## src/design/rcf_pkg.sv

```systemverilog
// Package for the rendezvous channel FIFO: request and status codes,
// the controller state type and the default sizes.
// No dependencies; used by rendezvous_channel_fifo.
package rcf_pkg;

    // Default sizes for the top-level parameters
    localparam int DEPTH_DEF           = 16;
    localparam int DATA_WIDTH_DEF      = 32;
    localparam int REQUESTER_COUNT_DEF = 16;

    // Capacity register: five bits, reset to sixteen entries
    localparam int             CFG_W      = 5;
    localparam logic [CFG_W-1:0] CAP_RESET = 5'd16;

    // Request codes
    localparam int         OP_W        = 3;
    localparam logic [2:0] OP_SEND     = 3'd0;
    localparam logic [2:0] OP_TRY_SEND = 3'd1;
    localparam logic [2:0] OP_RECV     = 3'd2;
    localparam logic [2:0] OP_TRY_RECV = 3'd3;
    localparam logic [2:0] OP_CLOSE    = 3'd4;

    // Completion status codes
    localparam int         STAT_W       = 2;
    localparam logic [1:0] STAT_OK      = 2'd0;
    localparam logic [1:0] STAT_CLOSED  = 2'd1;
    localparam logic [1:0] STAT_REFUSED = 2'd2;
    localparam logic [1:0] STAT_BUSY    = 2'd3;

    typedef enum logic [0:0] {
        ST_IDLE = 1'b0,
        ST_EXEC = 1'b1
    } rcf_state_t;

endpackage

```

## src/design/rcf_ram.sv

```systemverilog
// Generic single-port-write, single-port-read RAM with registered read data.
// No dependencies; instanced for the ring store of the channel.
module rcf_ram #(
    parameter int WIDTH = 32,
    parameter int DEPTH = 16,
    localparam int AW = (DEPTH > 1) ? $clog2(DEPTH) : 1
) (
    input  logic             aclk,
    input  logic             we,
    input  logic [AW-1:0]    waddr,
    input  logic [WIDTH-1:0] wdata,
    input  logic             re,
    input  logic [AW-1:0]    raddr,
    output logic [WIDTH-1:0] rdata
);

    logic [WIDTH-1:0] mem [DEPTH];
    logic [WIDTH-1:0] rdata_reg;

    always_ff @(posedge aclk) begin
        if (we) begin
            mem[waddr] <= wdata;
        end
        if (re) begin
            rdata_reg <= mem[raddr];
        end
    end

    assign rdata = rdata_reg;

endmodule

```

## src/design/rendezvous_channel_fifo.sv

```systemverilog
// Channel         Direction  Handshake        Payload
// request  (s_)   in         s_valid/s_ready  operation, requester, send_value
// result   (m_)   out        m_valid/m_ready  completed_requester, status,
//                                             received_value, held_items, last
// config          in         cfg_wr_en        cfg_wr_data (capacity)
//
// A request passes accept (ring read issued), then execute (read data back,
// ring write, state update); the registered ring RAM read sets this split.
// Results (zero, one or two per request) sit in a two-entry buffer; the next
// request executes only once that buffer has drained.
// Reset (aresetn low, synchronous) clears control state and capacity to 16;
// ring contents are not cleared and need no clearing pass.
// Depends on rcf_pkg and rcf_ram.
module rendezvous_channel_fifo #(
    parameter int DEPTH           = rcf_pkg::DEPTH_DEF,
    parameter int DATA_WIDTH      = rcf_pkg::DATA_WIDTH_DEF,
    parameter int REQUESTER_COUNT = rcf_pkg::REQUESTER_COUNT_DEF,
    localparam int TAG_W = (REQUESTER_COUNT > 1) ? $clog2(REQUESTER_COUNT) : 1,
    localparam int CNT_W = $clog2(DEPTH + 1)
) (
    input  logic                      aclk,
    input  logic                      aresetn,

    input  logic                      cfg_wr_en,
    input  logic [rcf_pkg::CFG_W-1:0] cfg_wr_data,

    input  logic                      s_valid,
    output logic                      s_ready,
    input  logic [rcf_pkg::OP_W-1:0]  s_operation,
    input  logic [TAG_W-1:0]          s_requester,
    input  logic [DATA_WIDTH-1:0]     s_send_value,

    output logic                      m_valid,
    input  logic                      m_ready,
    output logic [TAG_W-1:0]          m_completed_requester,
    output logic [rcf_pkg::STAT_W-1:0] m_status,
    output logic [DATA_WIDTH-1:0]     m_received_value,
    output logic [CNT_W-1:0]          m_held_items,
    output logic                      m_last
);

    localparam int IDX_W = (DEPTH > 1) ? $clog2(DEPTH) : 1;
    localparam int CMP_W = (CNT_W > rcf_pkg::CFG_W) ? CNT_W : rcf_pkg::CFG_W;

    typedef struct packed {
        logic [TAG_W-1:0]           tag;
        logic [rcf_pkg::STAT_W-1:0] status;
        logic [DATA_WIDTH-1:0]      value;
        logic [CNT_W-1:0]           held;
        logic                       last;
    } res_t;

    rcf_pkg::rcf_state_t state_reg, state_next;

    logic [rcf_pkg::CFG_W-1:0] capacity_reg;
    logic [IDX_W-1:0]          read_index_reg, read_index_next;
    logic [IDX_W-1:0]          write_index_reg, write_index_next;
    logic [CNT_W-1:0]          item_count_reg, item_count_next;
    logic                      closed_reg, closed_next;
    logic                      sender_parked_reg, sender_parked_next;
    logic [TAG_W-1:0]          sender_tag_reg, sender_tag_next;
    logic [DATA_WIDTH-1:0]     sender_value_reg, sender_value_next;
    logic                      receiver_parked_reg, receiver_parked_next;
    logic [TAG_W-1:0]          receiver_tag_reg, receiver_tag_next;

    logic [rcf_pkg::OP_W-1:0]  req_op_reg, req_op_next;
    logic [TAG_W-1:0]          req_tag_reg, req_tag_next;
    logic [DATA_WIDTH-1:0]     req_value_reg, req_value_next;

    res_t       res0_reg, res0_next;
    res_t       res1_reg, res1_next;
    logic [1:0] res_cnt_reg, res_cnt_next;

    logic                  ram_we;
    logic [IDX_W-1:0]      ram_waddr;
    logic [DATA_WIDTH-1:0] ram_wdata;
    logic                  ram_re;
    logic [IDX_W-1:0]      ram_raddr;
    logic [DATA_WIDTH-1:0] ram_rdata;

    logic [CNT_W-1:0] cap_eff;
    logic             ring_full;
    logic             ring_empty;

    function automatic logic [IDX_W-1:0] slot_of(input logic [IDX_W-1:0] idx,
                                                 input logic [CNT_W-1:0] cap);
        return (CNT_W'(idx) < cap) ? idx : '0;
    endfunction

    function automatic logic [IDX_W-1:0] step_slot(input logic [IDX_W-1:0] idx,
                                                   input logic [CNT_W-1:0] cap);
        logic [CNT_W-1:0] nxt;
        nxt = CNT_W'(idx) + CNT_W'(1);
        return (nxt < cap) ? IDX_W'(nxt) : '0;
    endfunction

    // Clamp capacity to the ring depth
    assign cap_eff = (CMP_W'(capacity_reg) > CMP_W'(DEPTH)) ? CNT_W'(DEPTH)
                                                           : CNT_W'(capacity_reg);

    assign ring_full  = (cap_eff != '0) ? (item_count_reg >= cap_eff) : !receiver_parked_reg;
    assign ring_empty = (cap_eff != '0) ? (item_count_reg == '0) : !sender_parked_reg;

    rcf_ram #(
        .WIDTH (DATA_WIDTH),
        .DEPTH (DEPTH)
    ) u_ring (
        .aclk  (aclk),
        .we    (ram_we),
        .waddr (ram_waddr),
        .wdata (ram_wdata),
        .re    (ram_re),
        .raddr (ram_raddr),
        .rdata (ram_rdata)
    );

    always_ff @(posedge aclk) begin
        if (!aresetn) begin
            state_reg <= rcf_pkg::ST_IDLE;
        end else begin
            state_reg <= state_next;
        end
    end

    always_ff @(posedge aclk) begin
        if (!aresetn) begin
            capacity_reg        <= rcf_pkg::CAP_RESET;
            read_index_reg      <= '0;
            write_index_reg     <= '0;
            item_count_reg      <= '0;
            closed_reg          <= 1'b0;
            sender_parked_reg   <= 1'b0;
            sender_tag_reg      <= '0;
            sender_value_reg    <= '0;
            receiver_parked_reg <= 1'b0;
            receiver_tag_reg    <= '0;
            res_cnt_reg         <= '0;
        end else begin
            if (cfg_wr_en) begin
                capacity_reg <= cfg_wr_data;
            end
            read_index_reg      <= read_index_next;
            write_index_reg     <= write_index_next;
            item_count_reg      <= item_count_next;
            closed_reg          <= closed_next;
            sender_parked_reg   <= sender_parked_next;
            sender_tag_reg      <= sender_tag_next;
            sender_value_reg    <= sender_value_next;
            receiver_parked_reg <= receiver_parked_next;
            receiver_tag_reg    <= receiver_tag_next;
            res_cnt_reg         <= res_cnt_next;
        end
    end

    always_ff @(posedge aclk) begin
        req_op_reg    <= req_op_next;
        req_tag_reg   <= req_tag_next;
        req_value_reg <= req_value_next;
        res0_reg      <= res0_next;
        res1_reg      <= res1_next;
    end

    always_comb begin
        res_t       ra;
        res_t       rb;
        logic [1:0] n;
        logic       try_op;
        logic [IDX_W-1:0] ri_step;

        state_next           = state_reg;
        read_index_next      = read_index_reg;
        write_index_next     = write_index_reg;
        item_count_next      = item_count_reg;
        closed_next          = closed_reg;
        sender_parked_next   = sender_parked_reg;
        sender_tag_next      = sender_tag_reg;
        sender_value_next    = sender_value_reg;
        receiver_parked_next = receiver_parked_reg;
        receiver_tag_next    = receiver_tag_reg;
        req_op_next          = req_op_reg;
        req_tag_next         = req_tag_reg;
        req_value_next       = req_value_reg;
        res0_next            = res0_reg;
        res1_next            = res1_reg;
        res_cnt_next         = res_cnt_reg;

        ram_we    = 1'b0;
        ram_waddr = slot_of(write_index_reg, cap_eff);
        ram_wdata = req_value_reg;
        ram_re    = 1'b0;
        ram_raddr = slot_of(read_index_reg, cap_eff);

        ra      = '0;
        rb      = '0;
        n       = 2'd0;
        try_op  = 1'b0;
        ri_step = step_slot(read_index_reg, cap_eff);

        s_ready = (state_reg == rcf_pkg::ST_IDLE);

        // Drain the head result
        if (m_valid && m_ready) begin
            res0_next    = res1_reg;
            res_cnt_next = res_cnt_reg - 2'd1;
        end

        unique case (state_reg)
            rcf_pkg::ST_IDLE: begin
                if (s_valid) begin
                    req_op_next    = s_operation;
                    req_tag_next   = s_requester;
                    req_value_next = s_send_value;
                    ram_re         = 1'b1;
                    state_next     = rcf_pkg::ST_EXEC;
                end
            end
            rcf_pkg::ST_EXEC: begin
                // Hold until the result buffer has drained
                if (res_cnt_reg == 2'd0) begin
                    state_next = rcf_pkg::ST_IDLE;
                    unique case (req_op_reg)
                        rcf_pkg::OP_SEND, rcf_pkg::OP_TRY_SEND: begin
                            try_op = (req_op_reg == rcf_pkg::OP_TRY_SEND);
                            if (closed_reg) begin
                                ra = '{req_tag_reg, rcf_pkg::STAT_CLOSED, '0, '0, 1'b0};
                                n  = 2'd1;
                            end else if (try_op && ring_full) begin
                                ra = '{req_tag_reg, rcf_pkg::STAT_REFUSED, '0, '0, 1'b0};
                                n  = 2'd1;
                            end else if (sender_parked_reg) begin
                                ra = '{req_tag_reg, rcf_pkg::STAT_BUSY, '0, '0, 1'b0};
                                n  = 2'd1;
                            end else if (receiver_parked_reg) begin
                                // Hand the value straight to the parked receiver
                                receiver_parked_next = 1'b0;
                                ra = '{receiver_tag_reg, rcf_pkg::STAT_OK, req_value_reg,
                                       '0, 1'b0};
                                rb = '{req_tag_reg, rcf_pkg::STAT_OK, '0, '0, 1'b0};
                                n  = 2'd2;
                            end else if (item_count_reg < cap_eff) begin
                                ram_we           = 1'b1;
                                write_index_next = step_slot(write_index_reg, cap_eff);
                                item_count_next  = item_count_reg + CNT_W'(1);
                                ra = '{req_tag_reg, rcf_pkg::STAT_OK, '0, '0, 1'b0};
                                n  = 2'd1;
                            end else begin
                                sender_parked_next = 1'b1;
                                sender_tag_next    = req_tag_reg;
                                sender_value_next  = req_value_reg;
                            end
                        end
                        rcf_pkg::OP_RECV, rcf_pkg::OP_TRY_RECV: begin
                            try_op = (req_op_reg == rcf_pkg::OP_TRY_RECV);
                            if (closed_reg) begin
                                ra = '{req_tag_reg, rcf_pkg::STAT_CLOSED, '0, '0, 1'b0};
                                n  = 2'd1;
                            end else if (try_op && ring_empty) begin
                                ra = '{req_tag_reg, rcf_pkg::STAT_REFUSED, '0, '0, 1'b0};
                                n  = 2'd1;
                            end else if (receiver_parked_reg) begin
                                ra = '{req_tag_reg, rcf_pkg::STAT_BUSY, '0, '0, 1'b0};
                                n  = 2'd1;
                            end else if (sender_parked_reg) begin
                                sender_parked_next = 1'b0;
                                ra = '{sender_tag_reg, rcf_pkg::STAT_OK, '0, '0, 1'b0};
                                if (item_count_reg != '0) begin
                                    // Pop the oldest and drop the sender's value in its slot
                                    ram_we           = 1'b1;
                                    ram_waddr        = slot_of(read_index_reg, cap_eff);
                                    ram_wdata        = sender_value_reg;
                                    read_index_next  = ri_step;
                                    write_index_next = ri_step;
                                    rb = '{req_tag_reg, rcf_pkg::STAT_OK, ram_rdata,
                                           '0, 1'b0};
                                end else begin
                                    rb = '{req_tag_reg, rcf_pkg::STAT_OK, sender_value_reg,
                                           '0, 1'b0};
                                end
                                n = 2'd2;
                            end else if (item_count_reg != '0) begin
                                read_index_next = ri_step;
                                item_count_next = item_count_reg - CNT_W'(1);
                                ra = '{req_tag_reg, rcf_pkg::STAT_OK, ram_rdata, '0, 1'b0};
                                n  = 2'd1;
                            end else begin
                                receiver_parked_next = 1'b1;
                                receiver_tag_next    = req_tag_reg;
                            end
                        end
                        rcf_pkg::OP_CLOSE: begin
                            closed_next = 1'b1;
                            // At most one side can be parked
                            if (sender_parked_reg) begin
                                sender_parked_next = 1'b0;
                                ra = '{sender_tag_reg, rcf_pkg::STAT_CLOSED, '0, '0, 1'b0};
                                rb = '{req_tag_reg, rcf_pkg::STAT_OK, '0, '0, 1'b0};
                                n  = 2'd2;
                            end else if (receiver_parked_reg) begin
                                receiver_parked_next = 1'b0;
                                ra = '{receiver_tag_reg, rcf_pkg::STAT_CLOSED, '0, '0, 1'b0};
                                rb = '{req_tag_reg, rcf_pkg::STAT_OK, '0, '0, 1'b0};
                                n  = 2'd2;
                            end else begin
                                ra = '{req_tag_reg, rcf_pkg::STAT_OK, '0, '0, 1'b0};
                                n  = 2'd1;
                            end
                        end
                        default: begin
                            // Unknown request: drop it
                        end
                    endcase
                    ra.held = item_count_next;
                    rb.held = item_count_next;
                    ra.last = (n == 2'd1);
                    rb.last = 1'b1;
                    if (n != 2'd0) begin
                        res0_next    = ra;
                        res1_next    = rb;
                        res_cnt_next = n;
                    end
                end
            end
            default: begin
                state_next = rcf_pkg::ST_IDLE;
            end
        endcase
    end

    assign m_valid               = (res_cnt_reg != 2'd0);
    assign m_completed_requester = res0_reg.tag;
    assign m_status              = res0_reg.status;
    assign m_received_value      = res0_reg.value;
    assign m_held_items          = res0_reg.held;
    assign m_last                = res0_reg.last;

`ifndef SYNTHESIS
    a_one_side_parked: assert property (@(posedge aclk) disable iff (!aresetn)
        !(sender_parked_reg && receiver_parked_reg))
        else $error("sender and receiver parked together");

    a_closed_no_waiter: assert property (@(posedge aclk) disable iff (!aresetn)
        closed_reg |-> (!sender_parked_reg && !receiver_parked_reg))
        else $error("waiter still parked on a closed channel");

    a_count_bound: assert property (@(posedge aclk) disable iff (!aresetn)
        item_count_reg <= CNT_W'(DEPTH))
        else $error("item count beyond ring depth");

    a_last_marks_tail: assert property (@(posedge aclk) disable iff (!aresetn)
        m_valid |-> (m_last == (res_cnt_reg == 2'd1)))
        else $error("last flag does not mark the final result");

    a_accept_exec: assert property (@(posedge aclk) disable iff (!aresetn)
        (s_valid && s_ready) |=> (state_reg == rcf_pkg::ST_EXEC))
        else $error("accepted request not executed");
`endif

endmodule
```

## config.mk

```make
export PLATFORM = sky130hd
export DESIGN_NAME = rendezvous_channel_fifo
export DESIGN_NICKNAME = d
export VERILOG_FILES = /design/src/design/rcf_pkg.sv /design/src/design/rcf_ram.sv /design/src/design/rendezvous_channel_fifo.sv
export SDC_FILE = /design/constraint.sdc
export NUM_CORES = 1
export LEC_CHECK = 0
export CORE_MARGIN = 1
export CORE_UTILIZATION = 45
export CTS_BUF_LIST = sky130_fd_sc_hd__clkbuf_4 sky130_fd_sc_hd__clkbuf_8
export DETAILED_ROUTE_END_ITERATION = 10
export DONT_BUFFER_PORTS = 1
export HOLD_SLACK_MARGIN = 0.02
export MAX_ROUTING_LAYER = met4
export SETUP_SLACK_MARGIN = 0.02
export SLEW_MARGIN = 20
export SYNTH_ARGS = -nofsm -noshare
export SYNTH_HDL_FRONTEND = slang
export SYNTH_HIERARCHICAL = 1
export SYNTH_SLANG_ARGS = --single-unit
```

## constraint.sdc

```tcl
create_clock -name aclk -period 7.1 [get_ports aclk]
set_clock_uncertainty 0.1 [all_clocks]
set_input_delay 0.71 -clock aclk [delete_from_list [all_inputs] [get_ports aclk]]
set_output_delay 0.71 -clock aclk [all_outputs]
set_load 0.01 [all_outputs]
```

== After elaboration in Yosys (flattened, before gate mapping) ==
Memory sizes are Yosys's and may differ from the RTL's. A register that Yosys moved wholly into a read port is not among the register bits.
Cells that the tools add are included.
Storage, ports and cells
  word-level logic and storage cells: 215
  memories: 1
  bits in registers: 190
  output and inout port bits: 46
  input bits: 49
  RAM bits: 512
Memories
  u_ring.mem: words 16, bits a word 32, read ports 1, clocked after Yosys merged registers in 1, wr ports 1, line rcf_ram.sv:17  | logic [WIDTH-1:0] mem [DEPTH];
Cells by class
  reduce and logical (&&, ||, !) cells: 26
  add/subtract/negate cells: 5
  eq/ne operators: 15
  magnitude comparators: 7
  bitwise logic cells: 8
  mux-type cells: 129
Operator list (number)
  $mux 44: 25
  $pmux 44 s3: 2
  $mux 32: 8
  $mux 4: 22
  $mux 5: 11
  $mux 38: 1
  $mux 1: 37
  $mux 2: 16
  $reduce_and 8->1: 3
  $ne 2x2->1 const B: 10
  $lt 5x5->1: 3
  $reduce_and 7->1: 2
  $reduce_and 13->1: 1
  $add 4x1->5 const B: 2
  $lt 4x5->1: 2
  $pmux 5 s2: 1
  $reduce_bool 5->1: 2
  $not 1->1: 8
  $pmux 4 s2: 1
  $eq 3x2->1 const B: 2
  $pmux 1 s3: 2
  $pmux 2 s3: 1
  $reduce_and 3->1: 2
  $reduce_bool 2->1: 3
  other kinds (17): 23

== Longest topological paths before layout ==
Gate-level depths: netlist of run 1.
  depth in word-level cells: 15
  gate-level depth with buffers: 14
  mapped depth without buffers: 11

== Hierarchy ==
Netlist of run 1, hierarchy kept.
By module, submodules not included
  rcf_ram: cells each 838, times used 1, area each 20155.6 um^2
  rendezvous_channel_fifo: cells each 1004, times used 1, area each 9307.7 um^2

== Worst setup path after synthesis of run 1 ==
Ideal clock, no wire load.
  kind: register to register
  from: register capacity_reg[4] (netlist bit)
  to: memory u_ring.mem[0][0], enable pin
  slack: 1076 ps
  cell stages (with the launch flop): 12
  arrival: 5463 ps
  required time: 6539 ps
  cells stage by stage: dfxtp_1 clkbuf_1 inv_1 nand2_1 ha_1 nor2b_1 o21a_1 nor3_1 nand2_1 o41ai_2 or3b_2 nor3_1
On the way
  cells in the longest elaborated chain, start to end: 13
  elaborated cells between the ends (all ways): 33
  those cells by class: order compare: 5; mux: 25; reduce/logical: 3
RTL lines
  start: declaration: line rendezvous_channel_fifo.sv:55  | logic [rcf_pkg::CFG_W-1:0] capacity_reg;
  start signal: assignment: line rendezvous_channel_fifo.sv:127  | capacity_reg <= rcf_pkg::CAP_RESET;
  start signal: assignment: line rendezvous_channel_fifo.sv:140  | capacity_reg <= cfg_wr_data;
  $gt 5x5->1: line rendezvous_channel_fifo.sv:98  | assign cap_eff = (CMP_W'(capacity_reg) > CMP_W'(DEPTH)) ? CNT_W'(DEPTH)
  $mux 5 (*): line rendezvous_channel_fifo.sv:98
  $lt 5x5->1: line rendezvous_channel_fifo.sv:240  | end else if (item_count_reg < cap_eff) begin
  $mux 1: line rendezvous_channel_fifo.sv:240
  $mux 1: line rendezvous_channel_fifo.sv:233  | end else if (receiver_parked_reg) begin
  $mux 1: line rendezvous_channel_fifo.sv:230  | end else if (sender_parked_reg) begin
  $mux 1: line rendezvous_channel_fifo.sv:227  | end else if (try_op && ring_full) begin
  $mux 1: line rendezvous_channel_fifo.sv:224  | if (closed_reg) begin
  $pmux 1 s2 (*): line rendezvous_channel_fifo.sv:221  | unique case (req_op_reg)
  $mux 1 (*): line rendezvous_channel_fifo.sv:219  | if (res_cnt_reg == 2'd0) begin
  $mux 1 (*): line rendezvous_channel_fifo.sv:207  | unique case (state_reg)
  via ram_we: line rendezvous_channel_fifo.sv:74  | logic ram_we;
  $mux 1 (*): line rcf_ram.sv:21  | if (we) begin
  $mux 1 (implied by the code) (*): line rcf_ram.sv:22  | mem[waddr] <= wdata;
  end: declaration: line rcf_ram.sv:17
The timed path passes the listed nets; every way through them passes the cells marked *.

== Worst setup path after layout of run 1 ==
  from: register sender_parked_reg
  to: memory u_ring.mem[14][8], enable pin
On the way
  elaborated cells between the ends (all ways): 22
  those cells by class: mux: 20; reduce/logical: 2
RTL lines
  start: declaration: line rendezvous_channel_fifo.sv:60  | logic sender_parked_reg, sender_parked_next;
  start signal: assignment: line rendezvous_channel_fifo.sv:146  | sender_parked_reg <= sender_parked_next;
  $logic_not 1->1: line rendezvous_channel_fifo.sv:102  | assign ring_empty = (cap_eff != '0) ? (item_count_reg == '0) : !sender_parked_reg;
  $mux 1: line rendezvous_channel_fifo.sv:102
  $logic_and 1x1->1: line rendezvous_channel_fifo.sv:257  | end else if (try_op && ring_empty) begin
  $mux 4 (*): line rendezvous_channel_fifo.sv:257
  $mux 4 (*): line rendezvous_channel_fifo.sv:254  | if (closed_reg) begin
  $mux 4 (*): line rendezvous_channel_fifo.sv:221
  $mux 4 (*): line rendezvous_channel_fifo.sv:219
  $mux 4 (*): line rendezvous_channel_fifo.sv:207
  via ram_waddr[1]: line rendezvous_channel_fifo.sv:75  | logic [IDX_W-1:0] ram_waddr;
Marks and branches as above.

==> impl_results.md, run 1 <==
* Largest net degree at the start of global routing at between 100 and 150
* Max Clock Freq at 201 MHz
* Crit path from: sender_parked_reg$_SDFFE_PN0P_
* Overflow left after global routing at 0
* Critical Path Sink Type: flop
* Row Count at slightly above 90
* Final Util at 0.516
* Max-slew headroom at 0.253
* Placer Congestion at 0.862
* GRT Util Overall at 0.221
* WL/cell at 24.6 µm
* Register area share after synthesis at 0.709
* Root Driver: clkbuf_8
* Setup TNS at 0 ns
* Post-DRT Antenna Nets at 0
* Core box area at 64600 µm²
* Sequential cell area at 20900 µm²
* Hold depth at 1
* Worst Setup Slack, final at roughly 2.1 ns
* Post-Route WL at slightly above 70 mm
* Cts repair resizes at 0
* Clk pin slew, worst setup/hold paths at 0.06 ns
* Least-Margin Pin Slew at about 1.1 ns
* Ys flop type: edfxtp_1
* Routed vias/inst at 5.84
* DP Worst Slack at between 2 and 2.5 ns
* Fillers at 5219
* Unique masters post-synth at between 60 and 70
* Startpoint Class: flop
* DP Wirelength at 43.3 mm
* Minimum clock period at 4.99 ns
* Post-CTS Setup Bufs at 0
* Crit path DAT at between 5 and 6 ns
* CTS tree: done
* Synth top area share at 0.636
* Status: finished, final reports clean
* Register bit total from synthesis at 732
* Via count at between 15k and 20k
* Initial Util at 0.456
* Unrepaired setup endpoints after global routing: no
* Worst r2r src: sender_parked_reg$_SDFFE_PN0P_
* Gate Count Post-Synth at about 1.8k
* First-pass iteration count of the detailed router at 5
* Critical Path Fanout Max at 35
* H-tree Lvls at 3
* Hold_sp: s_valid
* Power per Cell Area at 290 nW/µm²
* R2R setup slack at 2.11 ns
* Top Ports at 95
* Syn Area/Cell at 16.0 µm²
* Die Area at around 67000 µm²
* # clock sinks at 732
* Nets at approximately 2k
* Final hold vios at 0
* # setup viols final at 0
* Required @ worst endpoint at between 7 and 8 ns
* Reg2Reg Depth at 7
* Die Wd at 258 µm
* Initial drt markers at 1543
* Port-buffer cells at 0
* Final Max Slew Viols at 0
* Vias in the first global route at 17.1k
* RR Endpoint: u_ring/mem[14][8]$_DFFE_PP_
* Peak VDD IR at approximately 0.00012 V
* Largest area contributor in the netlist: edfxtp_1
* Worst path max stage delay at 0.94 ns
* CP Class: reg2reg
* Chip height at between 200 and 300 µm
* Initial antenna violation count at 1
* Yosys warning total at 6
* Cell chain of the critical path: inv_1 > nor3_1 > nand2_2 > nor2_1 > a22o_1 > nand2b_1 > nor2_4
* First-pass GRT wire length at around 110 mm
* TritonCTS Buffers at 115
* Share of layout cells above drive strength 1 at 0.219
* Synth Cell Area at roughly 30000 µm²
* Multi-input gate area at 8120 µm²
* CTS max path bufs at 3
* Final Cycle Share at 0.702
* Hold EP: req_tag_reg[1]$_DFFE_PP_
* Worst-Skew Late Latency at 0.73 ns
* Pleak at approximately 11 nW
* Maxcap violations at 0
* Max reg flops at slightly above 500
* Hold buffer count at CTS at 46
* Post-synth ARST share at 0
* Synthesis-to-finish area growth at 13.2%
* Worst Hold Class: in2reg
* Slowest cell on crit path: nor2_4
* Area contributors post-synth: edfxtp_1 (64%), mux4_2 (9.8%), dfxtp_1 (7.3%)
* DR DRC count at 0
* Post-synth EDFFs at 624
* Synth Net Count at between 1.5k and 2k
power breakdown:
group / internal, W / switching [W]
Combinational: 0.000346 / 0.000622
Clock: 0.00192 / 0.00165
Sequential: 0.00489 / 0.000221
cell families (layout without fill, tap and decap cells):
group,after synthesis,after routing,synth area share
and+or+nand+nor,457,457,0.0697
muxes,170,170,0.113
other,0,1,0
AOI/OAI and AO/OA,317,317,0.0744
DFF,732,732,0.709
xor gates and xnor gates,7,7,0.00208
buffers and inverters,135,315,0.0208
adders and majority gates,24,24,0.0102
worst max-delay path by stage:
stage                     cells past startpoint                           to
after floorplan                              11   u_ring/mem[0][0]$_DFFE_PP_
final                                         7  u_ring/mem[14][8]$_DFFE_PP_
after CTS                                    12    u_ring/rdata[2]$_DFFE_PP_
after global routing                         12    u_ring/rdata[2]$_DFFE_PP_
after global placement                       11  u_ring/mem[2][12]$_DFFE_PP_
after detailed placement                     12    u_ring/rdata[2]$_DFFE_PP_
per-layer routing:
layer  part of all wire  GRT usage  up-vias
met5                  0          -        -
met1               0.46      0.319     8725
li1                   -          -     7403
met4              0.018     0.0644        0
met2               0.46      0.326      588
met3              0.069     0.0334      105
cell usage after synthesis, drive strengths merged, types with 5 or more instances:
cell / count
a211oi: 6
a21oi: 127
a221oi: 8
a22oi: 68
a31oi: 7
a32oi: 37
and2: 6
and3: 44
buf: 37
clkbuf: 80
dfxtp: 108
edfxtp: 624
ha: 24
inv: 18
mux2: 32
mux2i: 10
mux4: 128
nand2: 280
nand2b: 5
nand3: 14
nand3b: 7
nor2: 53
nor2b: 11
nor3: 18
o21a: 10
o21ai: 21
xnor2: 5
critical path, delay by kind of cell, from the launching register on:
family	cells	cell delay, ns
AO/OA/AOI/OAI	1	0.39
buffers and inverters	1	0.21
flip-flops	1	0.76
AND/OR/NAND/NOR	5	3.07
cell type report:
cell class              count  share of cell area
repair buffers             80              0.0257
clock inverters            59              0.0117
multi-input cells         975               0.244
clock buffers             158              0.0581
diodes                      1           0.0000750
inverters                  18             0.00206
well taps                 855              0.0321
flip-flops and latches    732               0.627
cells in the final DEF (no fill, tap or decap), drive strengths merged, types with 44 or more instances in the layout:
cell type    instances
edfxtp             624
a22oi               68
nand2              280
mux4               128
dfxtp              108
a21oi              127
and3                44
clkinv              51
nor2                53
clkbuf             158
dlygate4sd3         46
per-stage QoR:
stage | instance area (µm²) | cells | hold WS, ns | total power [W]
after floorplan | 29500 | 1842 | 0.346 | 0.00584
after global placement | 30400 | 2607 | 0.354 | 0.00612
after detailed placement | 30500 | 2613 | 0.365 | 0.00615
after CTS | 33300 | 2876 | 0.194 | 0.00975
after global routing | 33300 | 2878 | 0.223 | 0.0101
final | 33300 | 2878 | 0.254 | 0.00966
Power figures use the tool's default switching activity.
==> run 2, diff against run 1 <==
==> constraint.sdc (replaced) <==
create_clock -name aclk -period 4.05 [get_ports aclk]
set_clock_uncertainty 0.1 [all_clocks]
set_input_delay 0.405 -clock aclk [delete_from_list [all_inputs] [get_ports aclk]]
set_output_delay 0.405 -clock aclk [all_outputs]
set_load 0.01 [all_outputs]
==> run 2 against run 1 <==
  * Clock-buffer cell count fell by 4
  * Sequential share of layout area fell by 0.92 points
  * Clock power rose by 69%
  * Global-route usage rose by 1.2 points
  * Critical endpoint is now u_ring/mem[12][9]$_DFFE_PP_
  * Worst hold slack got worse by 0.084 ns
  * Largest power group unchanged
  * Combinational power rose by 91%
  * Fmax rose by 31%
  * Critical path type unchanged
==> impl_results.md, run 2 (synthesis results as in run 1) <==
* H-tree Lvls at 3 (unchanged)
* Met1 Wirelength at 30.8 mm (-4.5%)
* Top Ports at 95 (unchanged)
* Least-Margin Pin Slew at 0.781 ns (-0.336 ns)
* Max reg flops at 512 (unchanged)
* Initial antenna violation count at 1 (unchanged)
* Leading cell type in the layout, fill and taps excluded: edfxtp_1
* Die Wd at 258 µm (unchanged)
* Clk pin slew, worst setup/hold paths at 0.06 ns (about the same)
* Via count at 17.2k (+2.3%)
* Worst hold margin at 0.170 ns (-0.0842 ns)
* Worst Hold Class: in2reg
* Pleak at 10.9 nW (+2.4%)
* Initial drt markers at 1574 (+2.0%)
* Final Cycle Share at 0.943 (+0.240)
* Die Area at 66500 µm² (unchanged)
* Unrepaired setup endpoints after global routing: no
* Root Driver: clkbuf_8
* CP Class: reg2reg
* Nets at 2054 (+3.0%)
* Minimum clock period at 3.82 ns (-1.17 ns)
* WL/cell at 25.2 µm (+2.5%)
* First-pass GRT wire length at 112 mm (+4.7%)
* CP top delay family: simple AND/OR/NAND/NOR gates
* Met3 WL at 5.26 mm (+7.2%)
* Largest net degree at the start of global routing at 73 (-43%)
* Worst-Skew Late Latency at 0.74 ns (about the same)
* Critical Path Sink Type: flop
* Row Count at 93 (unchanged)
* Overflow left after global routing at 0 (unchanged)
* Peak VDD IR at 0.000276 V (+130%)
* Initial Util at 0.456 (unchanged)
* Synthesis-to-finish area growth at 14.9%
* Crit path DAT at 4.07 ns (-1.14 ns)
* GRT Util Overall at 0.233 (+0.0120)
* Post-Route WL at 73.9 mm (+4.4%)
* CP bufs+invs at 2 (+1)
* Maxcap violations at 0 (unchanged)
* Share of layout cells above drive strength 1 at 0.239 (+0.0200)
* Total Power at 0.0169 W (+75%)
* Required @ worst endpoint at 4.30 ns (-3.02 ns)
* Routed vias/inst at 5.87 (+0.42%)
* Chip height at 258 µm (unchanged)
* CTS tree: done
* Post-CTS Setup Bufs at 0 (unchanged)
* Final Max Slew Viols at 0 (unchanged)
* # setup viols final at 0 (unchanged)
* Vias in the first global route at 17.8k (+4.3%)
* First-pass iteration count of the detailed router at 5 (unchanged)
* Final Util at 0.524 (+0.00777)
* CTS max path bufs at 3 (unchanged)
* Slowest cell on crit path: o41ai_4
* DP Wirelength at 43.8 mm (+1.0%)
* Port-buffer cells at 0 (unchanged)
* Placer Congestion at 0.876 (+1.6%)
* Max Clock Freq at 262 MHz (+31%)
* WL met2 at 36.1 mm (+12%)
* Final hold vios at 0 (unchanged)
* Power per Cell Area at 498 nW/µm² (+72%)
* Setup TNS at 0 ns (unchanged)
* Post-DRT Antenna Nets at 0 (unchanged)
* Startpoint Class: flop
* Max-slew headroom at 0.477 (+0.224)
* Cell chain of the critical path: inv_1 > nand2_1 > ha_1 > and3_1 > o21a_1 > nor3_4 > nand2_2 > o41ai_4 > nand3_1 > nor3_4 > buf_4
* Status: finished, final reports clean
* CP dominant cell by count: nor3_4
* Top routing layer used: met4
* Most frequent cells in the layout: edfxtp_1 (624), nand2_1 (276), mux4_2 (128), clkbuf_8 (118), dfxtp_1 (107)
* TritonCTS Buffers at 115 (unchanged)
* # clock sinks at 732 (unchanged)
* Critical Path Fanout Max at 18 (-49%)
* Worst path max stage delay at 0.47 ns (-0.47 ns)
* Core box area at 64600 µm² (unchanged)
* DR DRC count at 0 (unchanged)
run 2: power breakdown:
part           switching (W)  leakage (nW)  internal [W]  total, W
combinational        0.00119          3.23      0.000668   0.00185
clock                0.00283          1.17       0.00322   0.00605
sequential          0.000395          6.54       0.00858   0.00897
total                0.00441          10.9        0.0125    0.0169
run 2: path summary, 6_finish.rpt:
kind	from	endpoint	slack [ns]	cells past startpoint
max	capacity_reg[4]$_SDFFE_PN1P_	u_ring/mem[12][9]$_DFFE_PP_	0.23	11
min	s_valid	req_value_reg[1]$_DFFE_PP_	0.17	2
max reg2reg	capacity_reg[4]$_SDFFE_PN1P_	u_ring/mem[12][9]$_DFFE_PP_	0.23	11
min reg2reg	sender_value_reg[3]$_SDFFE_PN0P_	sender_value_reg[3]$_SDFFE_PN0P_	0.37	2
run 2: timing repair:
action / in CTS / in global routing
hold buffers: 46 / 0
setup endpoints to repair: 0 / 143
endpoints found under the hold margin: 62 / 0
resized for setup: 0 / 1
run 2: layout make-up:
type                    count  area, µm²
inverters                  18       70.1
clock inverters            57        332
clock buffers             154       1890
well taps                 855       1070
multi-input cells         975       8190
repair buffers            139       1400
fillers                  5239      30700
flip-flops and latches    732      20900
diodes                      1       2.50
run 2: stage by stage:
stage,worst slack (ns),instance area (µm²),instances
floorplan,0.0332,29600,1842
global placement,0.304,31200,2673
detailed placement,0.220,31200,2673
CTS,0.150,33800,2930
global route,0.0729,33900,2931
finish,0.232,33900,2931
run 2: worst reg2reg max path: stages (launching register included):
cell,delay (ns)
dfxtp_2,0.32
inv_1,0.12
nand2_1,0.22
ha_1,0.36
and3_1,0.21
o21a_1,0.18
nor3_4,0.20
nand2_2,0.15
o41ai_4,0.47
nand3_1,0.43
nor3_4,0.26
buf_4,0.40
run 2: layer usage:
| metal | global-route usage | vias to the layer above |
|---|---|---|
| li1 | - | 7509 |
| met4 | 0.0756 | 0 |
| met5 | - | - |
| met3 | 0.0436 | 143 |
| met1 | 0.303 | 8906 |
| met2 | 0.371 | 645 |
